===== config.mk =====
export PLATFORM = sky130hd
export DESIGN_NAME = calendar_date_adder
export DESIGN_NICKNAME = d
export VERILOG_FILES = /design/src/design/cda_pkg.sv /design/src/design/calendar_date_adder.sv /design/src/design/cda_leap.sv
export SDC_FILE = /design/constraint.sdc
export NUM_CORES = 1
export LEC_CHECK = 0
export ABC_CLOCK_PERIOD_IN_PS = 17100
export BUFFER_PORTS_ARGS = -buffer_cell sky130_fd_sc_hd__buf_2
export CAP_MARGIN = 30
export CELL_PAD_IN_SITES_DETAIL_PLACEMENT = 0
export CELL_PAD_IN_SITES_GLOBAL_PLACEMENT = 1
export CORE_MARGIN = 3
export CORE_UTILIZATION = 54
export DETAILED_ROUTE_END_ITERATION = 16
export GPL_TIMING_DRIVEN = 0
export HOLD_SLACK_MARGIN = 0.03
export MAX_ROUTING_LAYER = met4
export PLACE_DENSITY = 0.93
export SKIP_CTS_REPAIR_TIMING = 1
export SYNTH_ARGS = -nofsm -noshare
export SYNTH_HDL_FRONTEND = slang
export SYNTH_HIERARCHICAL = 1
export SYNTH_SLANG_ARGS = --single-unit

===== constraint.sdc =====
create_clock -name clk -period 17.1 [get_ports clk]
set_clock_uncertainty 0.1 [all_clocks]
set_input_delay 1.71 -clock clk [delete_from_list [all_inputs] [get_ports clk]]
set_output_delay 1.71 -clock clk [all_outputs]
set_load 0.02 [all_outputs]

===== src/design/cda_pkg.sv =====
`default_nettype none

package cda_pkg;

  typedef logic [1:0]  kind_t;
  typedef logic [13:0] year_t;
  typedef logic [3:0]  month_t;
  typedef logic [4:0]  day_t;

  localparam kind_t KIND_SET    = 2'd0;
  localparam kind_t KIND_DAYS   = 2'd1;
  localparam kind_t KIND_MONTHS = 2'd2;
  localparam kind_t KIND_YEARS  = 2'd3;

  localparam int AMOUNT_WIDTH_DEF = 12;

  localparam year_t  MAX_YEAR  = 14'd9999;
  localparam month_t MONTH_JAN = 4'd1;
  localparam month_t MONTH_FEB = 4'd2;
  localparam month_t MONTH_DEC = 4'd12;
  localparam day_t   DAY_FIRST = 5'd1;

  // floor(y / 100) = (y * 5243) >> 19, exact for any 14-bit year in range
  localparam int DIV100_MUL   = 5243;
  localparam int DIV100_SHIFT = 19;
  // floor(t / 3) = (t * 43691) >> 17, exact for t below 2**17
  localparam int DIV3_MUL     = 43691;
  localparam int DIV3_SHIFT   = 17;

  function automatic day_t month_len(input month_t m, input logic leap);
    day_t len;
    begin
      len = 5'd31;
      case (m)
        4'd4, 4'd6, 4'd9, 4'd11: len = 5'd30;
        MONTH_FEB:               len = leap ? 5'd29 : 5'd28;
        default:                 len = 5'd31;
      endcase
      return len;
    end
  endfunction

endpackage

`default_nettype wire


===== src/design/calendar_date_adder.sv =====
`default_nettype none

// Gregorian date register with add operations.
// Input channel (in_valid / in_stall): one transaction carries a kind and
// its operands. Set loads a date (year saturated at 9999, month clamped to
// 1..12, day 0 taken as 1). Add days, add months and add years move the
// stored date forward by in_amount.
// Result channel (out_valid / out_stall): one transaction per input, giving
// the date after the operation and an overflow flag. On overflow (year would
// pass 9999) the stored date is left as it was and is returned unchanged.
// Path from accept to the result: set and add years go straight to the done
// state; add months pass the divide and finish states; add days pass a
// prepare state, then walk month by month (about 135 months for 4095 days)
// through a single compare/subtract unit. in_stall is high from accept until
// the result is loaded into the output register, so one transaction is in
// flight at a time and the next is taken only after that load.
// A stalled result sits in the output register while the next input is
// taken; a finished transaction waits until the register is free.
// Reset: date becomes 0001-01-01, no result pending.
module calendar_date_adder #(
  parameter int AMOUNT_WIDTH = cda_pkg::AMOUNT_WIDTH_DEF
) (
  input  wire                     clk,
  input  wire                     rst_n,
  input  wire                     in_valid,
  output logic                    in_stall,
  input  wire cda_pkg::kind_t     in_kind,
  input  wire cda_pkg::year_t     in_set_year,
  input  wire cda_pkg::month_t    in_set_month,
  input  wire cda_pkg::day_t      in_set_day,
  input  wire [AMOUNT_WIDTH-1:0]  in_amount,
  output logic                    out_valid,
  input  wire                     out_stall,
  output cda_pkg::year_t          out_year,
  output cda_pkg::month_t         out_month,
  output cda_pkg::day_t           out_day,
  output logic                    out_overflow
);
  import cda_pkg::*;

  // working day count: day plus amount before the walk
  localparam int DW = ((AMOUNT_WIDTH > 5) ? AMOUNT_WIDTH : 5) + 1;
  // months since January of the current year plus amount
  localparam int TW = AMOUNT_WIDTH + 1;
  localparam int PW = TW + 16;
  localparam int SW = ((TW > 14) ? TW : 14) + 1;

  localparam logic [2:0] S_IDLE = 3'd0;
  localparam logic [2:0] S_PREP = 3'd1;
  localparam logic [2:0] S_WALK = 3'd2;
  localparam logic [2:0] S_MDIV = 3'd3;
  localparam logic [2:0] S_MFIN = 3'd4;
  localparam logic [2:0] S_DONE = 3'd5;

  logic [2:0]    state_r, state_nxt;
  year_t         cur_year_r, cur_year_nxt;
  month_t        cur_month_r, cur_month_nxt;
  day_t          cur_day_r, cur_day_nxt;
  year_t         wy_r, wy_nxt;
  month_t        wm_r, wm_nxt;
  logic [DW-1:0] wd_r, wd_nxt;
  logic          ovf_r, ovf_nxt;
  logic [TW-1:0] total_r, total_nxt;
  logic [TW-1:0] quot_r, quot_nxt;
  logic          out_valid_r, out_valid_nxt;
  year_t         out_year_r, out_year_nxt;
  month_t        out_month_r, out_month_nxt;
  day_t          out_day_r, out_day_nxt;
  logic          out_ovf_r, out_ovf_nxt;

  logic          accept;
  logic          out_free;
  logic          leap;
  day_t          len;
  logic          fits;
  logic [DW-1:0] diff;
  logic [SW-1:0] add_a, add_b, ysum;
  logic          add_over;
  logic [TW-1:0] total_in;
  logic [PW-1:0] prod;
  logic [TW-1:0] rem_full;
  month_t        rem;
  year_t         set_y;
  month_t        set_m;
  day_t          set_d;

  cda_leap u_leap (
    .clk  (clk),
    .year (wy_r),
    .leap (leap)
  );

  assign in_stall = (state_r != S_IDLE);
  assign accept   = in_valid && !in_stall;
  assign out_free = !out_valid_r || !out_stall;

  // single compare/subtract for the month walk
  assign len  = month_len(wm_r, leap);
  assign fits = (wd_r <= DW'(len));
  assign diff = wd_r - DW'(len);

  // shared year adder: amount of years at accept, carried years at finish
  assign add_a    = (state_r == S_MFIN) ? SW'(wy_r) : SW'(cur_year_r);
  assign add_b    = (state_r == S_MFIN) ? SW'(quot_r) : SW'(in_amount);
  assign ysum     = add_a + add_b;
  assign add_over = (ysum > SW'(MAX_YEAR));

  // month carry: total / 12 = (total >> 2) / 3
  assign total_in = TW'(cur_month_r) - TW'(1) + TW'(in_amount);
  assign prod     = PW'(total_r >> 2) * PW'(DIV3_MUL);
  assign rem_full = total_r - (quot_r << 3) - (quot_r << 2);
  assign rem      = rem_full[3:0];

  assign set_y = (in_set_year > MAX_YEAR) ? MAX_YEAR : in_set_year;
  assign set_m = (in_set_month == 4'd0) ? MONTH_JAN :
                 ((in_set_month > MONTH_DEC) ? MONTH_DEC : in_set_month);
  assign set_d = (in_set_day == 5'd0) ? DAY_FIRST : in_set_day;

  always_comb begin
    state_nxt     = state_r;
    cur_year_nxt  = cur_year_r;
    cur_month_nxt = cur_month_r;
    cur_day_nxt   = cur_day_r;
    wy_nxt        = wy_r;
    wm_nxt        = wm_r;
    wd_nxt        = wd_r;
    ovf_nxt       = ovf_r;
    total_nxt     = total_r;
    quot_nxt      = quot_r;
    out_valid_nxt = out_valid_r;
    out_year_nxt  = out_year_r;
    out_month_nxt = out_month_r;
    out_day_nxt   = out_day_r;
    out_ovf_nxt   = out_ovf_r;

    if (out_valid_r && !out_stall) begin
      out_valid_nxt = 1'b0;
    end

    case (state_r)
      S_IDLE: begin
        if (accept) begin
          ovf_nxt = 1'b0;
          wy_nxt  = cur_year_r;
          wm_nxt  = cur_month_r;
          wd_nxt  = DW'(cur_day_r);
          case (in_kind)
            KIND_SET: begin
              wy_nxt    = set_y;
              wm_nxt    = set_m;
              wd_nxt    = DW'(set_d);
              state_nxt = S_DONE;
            end
            KIND_DAYS: begin
              wd_nxt    = DW'(cur_day_r) + DW'(in_amount);
              state_nxt = S_PREP;
            end
            KIND_MONTHS: begin
              total_nxt = total_in;
              state_nxt = S_MDIV;
            end
            default: begin
              if (add_over) begin
                ovf_nxt = 1'b1;
              end else begin
                wy_nxt = ysum[13:0];
              end
              state_nxt = S_DONE;
            end
          endcase
        end
      end
      // leap flag settles on the loaded year
      S_PREP: begin
        state_nxt = S_WALK;
      end
      S_WALK: begin
        if (fits) begin
          state_nxt = S_DONE;
        end else begin
          wd_nxt = diff;
          if (wm_r == MONTH_DEC) begin
            if (wy_r == MAX_YEAR) begin
              ovf_nxt   = 1'b1;
              state_nxt = S_DONE;
            end else begin
              wm_nxt = MONTH_JAN;
              wy_nxt = wy_r + 14'd1;
            end
          end else begin
            wm_nxt = wm_r + 4'd1;
          end
        end
      end
      S_MDIV: begin
        quot_nxt  = TW'(prod >> DIV3_SHIFT);
        state_nxt = S_MFIN;
      end
      S_MFIN: begin
        if (add_over) begin
          ovf_nxt = 1'b1;
        end else begin
          wy_nxt = ysum[13:0];
          wm_nxt = rem + 4'd1;
        end
        state_nxt = S_DONE;
      end
      S_DONE: begin
        if (out_free) begin
          out_valid_nxt = 1'b1;
          out_ovf_nxt   = ovf_r;
          if (ovf_r) begin
            out_year_nxt  = cur_year_r;
            out_month_nxt = cur_month_r;
            out_day_nxt   = cur_day_r;
          end else begin
            cur_year_nxt  = wy_r;
            cur_month_nxt = wm_r;
            cur_day_nxt   = wd_r[4:0];
            out_year_nxt  = wy_r;
            out_month_nxt = wm_r;
            out_day_nxt   = wd_r[4:0];
          end
          state_nxt = S_IDLE;
        end
      end
      default: begin
        state_nxt = S_IDLE;
      end
    endcase
  end

  always_ff @(posedge clk) begin
    if (!rst_n) begin
      state_r     <= S_IDLE;
      cur_year_r  <= 14'd1;
      cur_month_r <= MONTH_JAN;
      cur_day_r   <= DAY_FIRST;
      out_valid_r <= 1'b0;
    end else begin
      state_r     <= state_nxt;
      cur_year_r  <= cur_year_nxt;
      cur_month_r <= cur_month_nxt;
      cur_day_r   <= cur_day_nxt;
      out_valid_r <= out_valid_nxt;
    end
  end

  always_ff @(posedge clk) begin
    wy_r        <= wy_nxt;
    wm_r        <= wm_nxt;
    wd_r        <= wd_nxt;
    ovf_r       <= ovf_nxt;
    total_r     <= total_nxt;
    quot_r      <= quot_nxt;
    out_year_r  <= out_year_nxt;
    out_month_r <= out_month_nxt;
    out_day_r   <= out_day_nxt;
    out_ovf_r   <= out_ovf_nxt;
  end

  assign out_valid    = out_valid_r;
  assign out_year     = out_year_r;
  assign out_month    = out_month_r;
  assign out_day      = out_day_r;
  assign out_overflow = out_ovf_r;

endmodule

`default_nettype wire


===== src/design/cda_leap.sv =====
`default_nettype none

// Leap-year flag for the working year; quotient by 100 registered, so after a
// year change the flag is valid from the next cycle.
module cda_leap (
  input  wire                 clk,
  input  wire cda_pkg::year_t year,
  output logic                leap
);
  import cda_pkg::*;

  localparam int PW = 27;

  logic [PW-1:0] prod;
  logic [6:0]    cent_r;
  logic [6:0]    cent_nxt;
  year_t         hundreds;

  assign prod     = PW'(year) * PW'(DIV100_MUL);
  assign cent_nxt = 7'(prod >> DIV100_SHIFT);

  always_ff @(posedge clk) begin
    cent_r <= cent_nxt;
  end

  assign hundreds = (14'(cent_r) << 6) + (14'(cent_r) << 5) + (14'(cent_r) << 2);
  assign leap     = (year[1:0] == 2'b00) &&
                    ((year != hundreds) || (cent_r[1:0] == 2'b00));

endmodule

`default_nettype wire

==> results of run 1 <==
-- kinds of logic after synthesis --
kind of cell,after synthesis,synth area share [%]
fa+ha+maj,334,36.4
compound gates,256,12.5
buf+inv,245,6.76
simple gates,336,11.6
mux,57,4.34
xor+xnor,96,6.13
flops,113,22.2
-- per-stage QoR --
step	setup slack, ps	instance area, sq um
6_report	10990	15100
5_1_grt	10720	15100
4_1_cts	11010	15100
3_5_place_dp	11040	14500
3_3_place_gp	9970	14500
2_1_floorplan	11290	13700
-- worst max-delay path: cells and delay by family, from the launching register on --
| family | cells | cell delay (ps) |
|---|---|---|
| compound gates | 7 | 2230 |
| fa+ha+maj | 4 | 1380 |
| flops | 1 | 450 |
| buf+inv | 2 | 340 |
| simple gates | 5 | 1160 |
| xor+xnor | 1 | 170 |
-- Yosys cell counts, drive strengths merged, types with 9 or more instances --
master	count	area, sq um
inv	214	803
mux2i	37	370
a31oi	11	68.8
a21o	26	195
xor2	42	368
nand3	23	115
o21a	12	90.1
o21bai	9	71.3
mux2	20	225
xnor2	54	473
o21ai	53	265
edfxtp	79	2370
fa	108	2160
a21oi	57	293
nor2	59	221
nor3	17	95.1
ha	226	2830
nand4	12	75.1
nand2	149	559
dfxtp	34	681
clkbuf	26	97.6
o22ai	14	87.6
and3	9	56.3
nor2b	29	181
-- flip-flops by register name, indices dropped and copies added, names as in the netlist, 3 cells and up --
register       count
cur_day_r          5
cur_month_r        4
out_day            5
cur_year_r        14
wm_r               4
quot_r            10
wd_r              13
total_r           13
u_leap/cent_r      7
wy_r              14
out_month          4
out_year          14
state_r            3
-- routing by layer --
| layer | track usage (%) | up-vias | part of all wire (%) |
|---|---|---|---|
| li1 | - | 5163 | - |
| met1 | 35.0 | 5285 | 44 |
| met2 | 41.9 | 385 | 48 |
| met3 | 3.47 | 56 | 6.4 |
| met4 | 6.69 | 0 | 2.0 |
| met5 | - | - | 0 |
-- worst paths after layout --
| check | from | to | slack (ps) |
|---|---|---|---|
| max | u_leap/cent_r[1]$_DFF_P_ | wy_r[9]$_DFFE_PP_ | 10990 |
| min | ovf_r$_SDFFCE_PN1P_ | out_overflow$_DFFE_PP_ | 370 |
| max reg2reg | u_leap/cent_r[1]$_DFF_P_ | wy_r[9]$_DFFE_PP_ | 10990 |
| min reg2reg | ovf_r$_SDFFCE_PN1P_ | out_overflow$_DFFE_PP_ | 370 |
-- cells in the final DEF, fill, tap and decap left out, drive strengths merged, types with 14 or more instances in the layout --
| cell | instances |
|---|---|
| ha | 226 |
| inv | 224 |
| nand2 | 149 |
| fa | 108 |
| edfxtp | 79 |
| buf | 74 |
| nor2 | 59 |
| a21oi | 57 |
| xnor2 | 54 |
| o21ai | 53 |
| clkbuf | 44 |
| xor2 | 42 |
| mux2i | 37 |
| dfxtp | 34 |
| nor2b | 29 |
| a21o | 26 |
| nand3 | 23 |
| mux2 | 20 |
| nor3 | 17 |
| o22ai | 14 |
-- cell type report --
type                    count  area share, %
flip-flops and latches    113           20.2
repair buffers             69           2.37
clock inverters            14           1.02
multi-input cells        1079           64.6
clock buffers              18           2.98
plain buffers              31          0.837
well taps                 324           2.68
inverters                 214           5.32
==> results.yml, run 1 <==
clocking:
  cts.path.max_buffers: 2
  cts_made_buffers: 17
  clk_latency_ps: 430
  clk_pin_slew_ps: 70
  cts_tree: "done"
  cts_root_buffer: "clkbuf_16"
  clock_sinks: 113
  htreeDepth: 4
finish:
  fin_nets: 1900
  multiInputGateArea_sq_um: 9760
  area_delta_synth_final_pct: 10.0
  final_core_utilization_pct: 61.2
  ff_latch_area_sq_um: 3050
  drive_gt1_share_pct: 9.30
  fill_cells: 2097
  final_cells: 1862
  diodes: 0
routing:
  ant_nets: 0
  drtPass1Iterations: 6
  vias: 10900
  drtIter0Drc: 758
  wirelength_um: 33900
  drc: 0
  post_drt_wl_per_cell_um: 18.2
  vias_per_cell: 5.85
job:
  max_cap_viol_count: 0
setup_path:
  crit_fanout: 9
  cp_cell_sequence: "fa_1 -> ha_1 -> fa_1 -> xor2_1 -> nor3b_2 -> nand4_1 -> or4_1 -> o41a_1 -> o21ai_0 -> o21ai_0 -> ha_1 -> inv_1 -> a21o_1 -> nand4_1 -> a21oi_1 -> nor4_1 -> a2111o_1 -> o31ai_2 -> buf_6"
  cp_slowest_cell: "o31ai_2"
  crit_type: "flip-flop to flip-flop"
  worstPathArrival_ps: 6140
  reg2regPathDepth: 19
  max_stage_delay_ps: 660
  worst-endpoint-required_ps: 17130
  worst_setup_path_end_kind: "flip-flop"
  worstSetupStartpointType: "flip-flop"
global_routing:
  grtUsageTotal_pct: 26.0
  grt_pass1_wl_um: 53900
  first_global_vias: 10600
  overflow: 0
  grt_max_degree: 34
  grt_antenna_before_repair: 1
yosys:
  synth_edf_count: 79
  synth_cell_types: 74
  synthArstFlopShare_pct: 0
  syn_nets: 1812
  avgSynthCellArea_sq_um: 9.55
  synth-main-ff-cell: "edfxtp_1"
  synth_cells: 1437
  synth_area_sq_um: 13700
  synth_seq_cells: 113
  ys_warn_count: 6
  ys_seq_area_share_pct: 22.2
timing:
  grt_setup_unrepaired: "false"
  tightest_slew_ps: 962
  setup_violations: 0
  setup_tns_ps: 0
  fmax_mhz: 164
  period_needed_ps: 6110
  hold-worst-slack_ps: 375
  hold_viol: 0
  finalCritPeriodShare_pct: 35.7
  slew_viol_final: 0
  slew_headroom_pct: 35.8
die:
  core_sq_um: 24700
  initial_core_util_pct: 55.6
  rows: 57
  dieArea_sq_um: 27400
  fp.dieW_um: 165
  die_h_um: 165
  pin_count: 67
placed_design:
  hpwl_um: 27300
  place_congestion: 0.940
  placed_cells: 1830
  io_buffers: 66
run_status:
  status: "completed"
min_path:
  hold_class: "flip-flop to flip-flop"
  hold_path_depth: 0
Power of run 1 is left out: the tool's default activity adds up to more than one toggle a clock period on the data nets, which glitch-free logic cannot reach.
==> run 2, diff against run 1 <==
Settings changed: ABC_CLOCK_PERIOD_IN_PS 17100 to 6300, CORE_UTILIZATION 54 to 50, PLACE_DENSITY 0.93 to 0.87.
Clock period 17.1 ns to 6.3 ns, I/O delays scaled along.
==> run 2 against run 1 <==
Design area up 0.12%. Routed wire length up 2.2%. Flip-flop and latch count unchanged. Register-to-register slack worse by 11000 ps. Critical endpoint is now wy_r[7]$_DFFE_PP_. Largest cell class unchanged.
==> results.yml, run 2 (same netlist as run 1, synthesis figures left out) <==
placed_design:
  hpwl_um: 27900
  io_buffers: 66
  place_congestion: 0.952
timing:
  finalCritPeriodShare_pct: 95.4
  setup_violations: 0
  period_needed_ps: 6010
  grt_setup_unrepaired: "false"
  slew_viol_final: 0
  fmax_mhz: 166
  slew_headroom_pct: 35.4
  hold_viol: 0
  tightest_slew_ps: 969
finish:
  layout_commonest_cell: "ha_1"
  diodes: 0
  multiInputGateArea_sq_um: 9760
  fin_nets: 1900
  ff_latch_area_sq_um: 3050
  final_core_utilization_pct: 56.1
  layout_common_cells: "ha_1 (226), inv_1 (213), nand2_1 (149), fa_1 (108), edfxtp_1 (79)"
  area_delta_synth_final_pct: 10.2
  drive_gt1_share_pct: 9.43
  fill_cells: 2371
clocking:
  clk_pin_slew_ps: 70
  cts.path.max_buffers: 2
  clock_sinks: 113
  cts_made_buffers: 17
  clk_latency_ps: 430
  htreeDepth: 4
  cts_tree: "done"
  cts_root_buffer: "clkbuf_16"
die:
  pin_count: 67
  initial_core_util_pct: 50.9
  rows: 60
  fp.dieW_um: 172
  dieArea_sq_um: 29500
  die_h_um: 172
  core_sq_um: 27000
min_path:
  hold_path_depth: 0
  hold_class: "flip-flop to flip-flop"
  hp-start: "ovf_r$_SDFFCE_PN1P_"
setup_path:
  r2r-start: "u_leap/cent_r[0]$_DFF_P_"
  startpoint: "u_leap/cent_r[0]$_DFF_P_"
  worstSetupStartpointType: "flip-flop"
  worst-endpoint-required_ps: 6330
  crit_type: "flip-flop to flip-flop"
  reg2regPathDepth: 19
  worst_setup_path_end_kind: "flip-flop"
  worstPathArrival_ps: 6040
  crit_fanout: 8
global_routing:
  overflow: 0
  grt_max_degree: 34
  grt_antenna_before_repair: 0
  grt_pass1_wl_um: 56000
  grtUsageTotal_pct: 24.9
  first_global_vias: 10800
job:
  max_cap_viol_count: 0
routing:
  ant_nets: 0
  wirelength_um: 34700
  vias_per_cell: 5.75
  drc: 0
  drtPass1Iterations: 8
  post_drt_wl_per_cell_um: 18.5
  vias: 10800
  drtIter0Drc: 908
run_status:
  status: "completed"
run 2: changes by cell type in the layout (fill, tap and decap cells not counted), sizes merged:
cell      change
clkinvlp      +1
clkbuf        -1
inv           -1
clkinv        +1
run 2: path summary, 6_finish.rpt:
kind	end	slack, ps
worst max-delay path	wy_r[7]$_DFFE_PP_	290
worst min-delay path	out_overflow$_DFFE_PP_	360
worst max register to register	wy_r[7]$_DFFE_PP_	290
worst min register to register	out_overflow$_DFFE_PP_	360
run 2: area by class of cell:
cell class	instances	share of cell area (%)
Multi-Input combinational cell	1079	64.6
Timing Repair Buffer	69	2.34
Clock buffer	17	2.81
Clock inverter	15	1.09
Buffer	31	0.836
Inverter	214	5.34
Tap cell	341	2.82
Sequential cell	113	20.2
run 2: per-layer routing:
| metal | part of all wire, % | vias up | GRT usage (%) |
|---|---|---|---|
| li1 | - | 5161 | - |
| met5 | 0 | - | - |
| met3 | 5.5 | 55 | 2.99 |
| met1 | 44 | 5273 | 33.4 |
| met4 | 2.2 | 0 | 6.75 |
| met2 | 48 | 308 | 40.2 |
run 2: worst max-delay path, cell delays in order, from the launching register on:
cell	delay (ps)
dfxtp_1	470
fa_1	460
ha_1	240
fa_1	450
xor2_1	170
nor3b_2	190
nand4_1	110
or4_1	550
o41a_1	420
o21ai_0	180
o21ai_0	100
ha_1	190
inv_1	80
a21o_1	130
nand4_1	240
a21oi_1	240
nor4_1	130
a2111o_1	520
o31ai_4	510
buf_6	230
run 2: through the flow:
step                cell area [sq um]  std cells  TNS [ps]  worst slack, ps  hold slack, ps
CTS                             15100       1879     -10.8            -5.60             363
global route                    15100       1879         0             43.2             378
global placement                14500       1844    -14080            -1010             336
floorplan                       13700       1437         0              491             324
detailed placement              14500       1847         0             25.8             347
finish                          15100       1879         0              291             360
Power of run 2 is left out for the same reason.
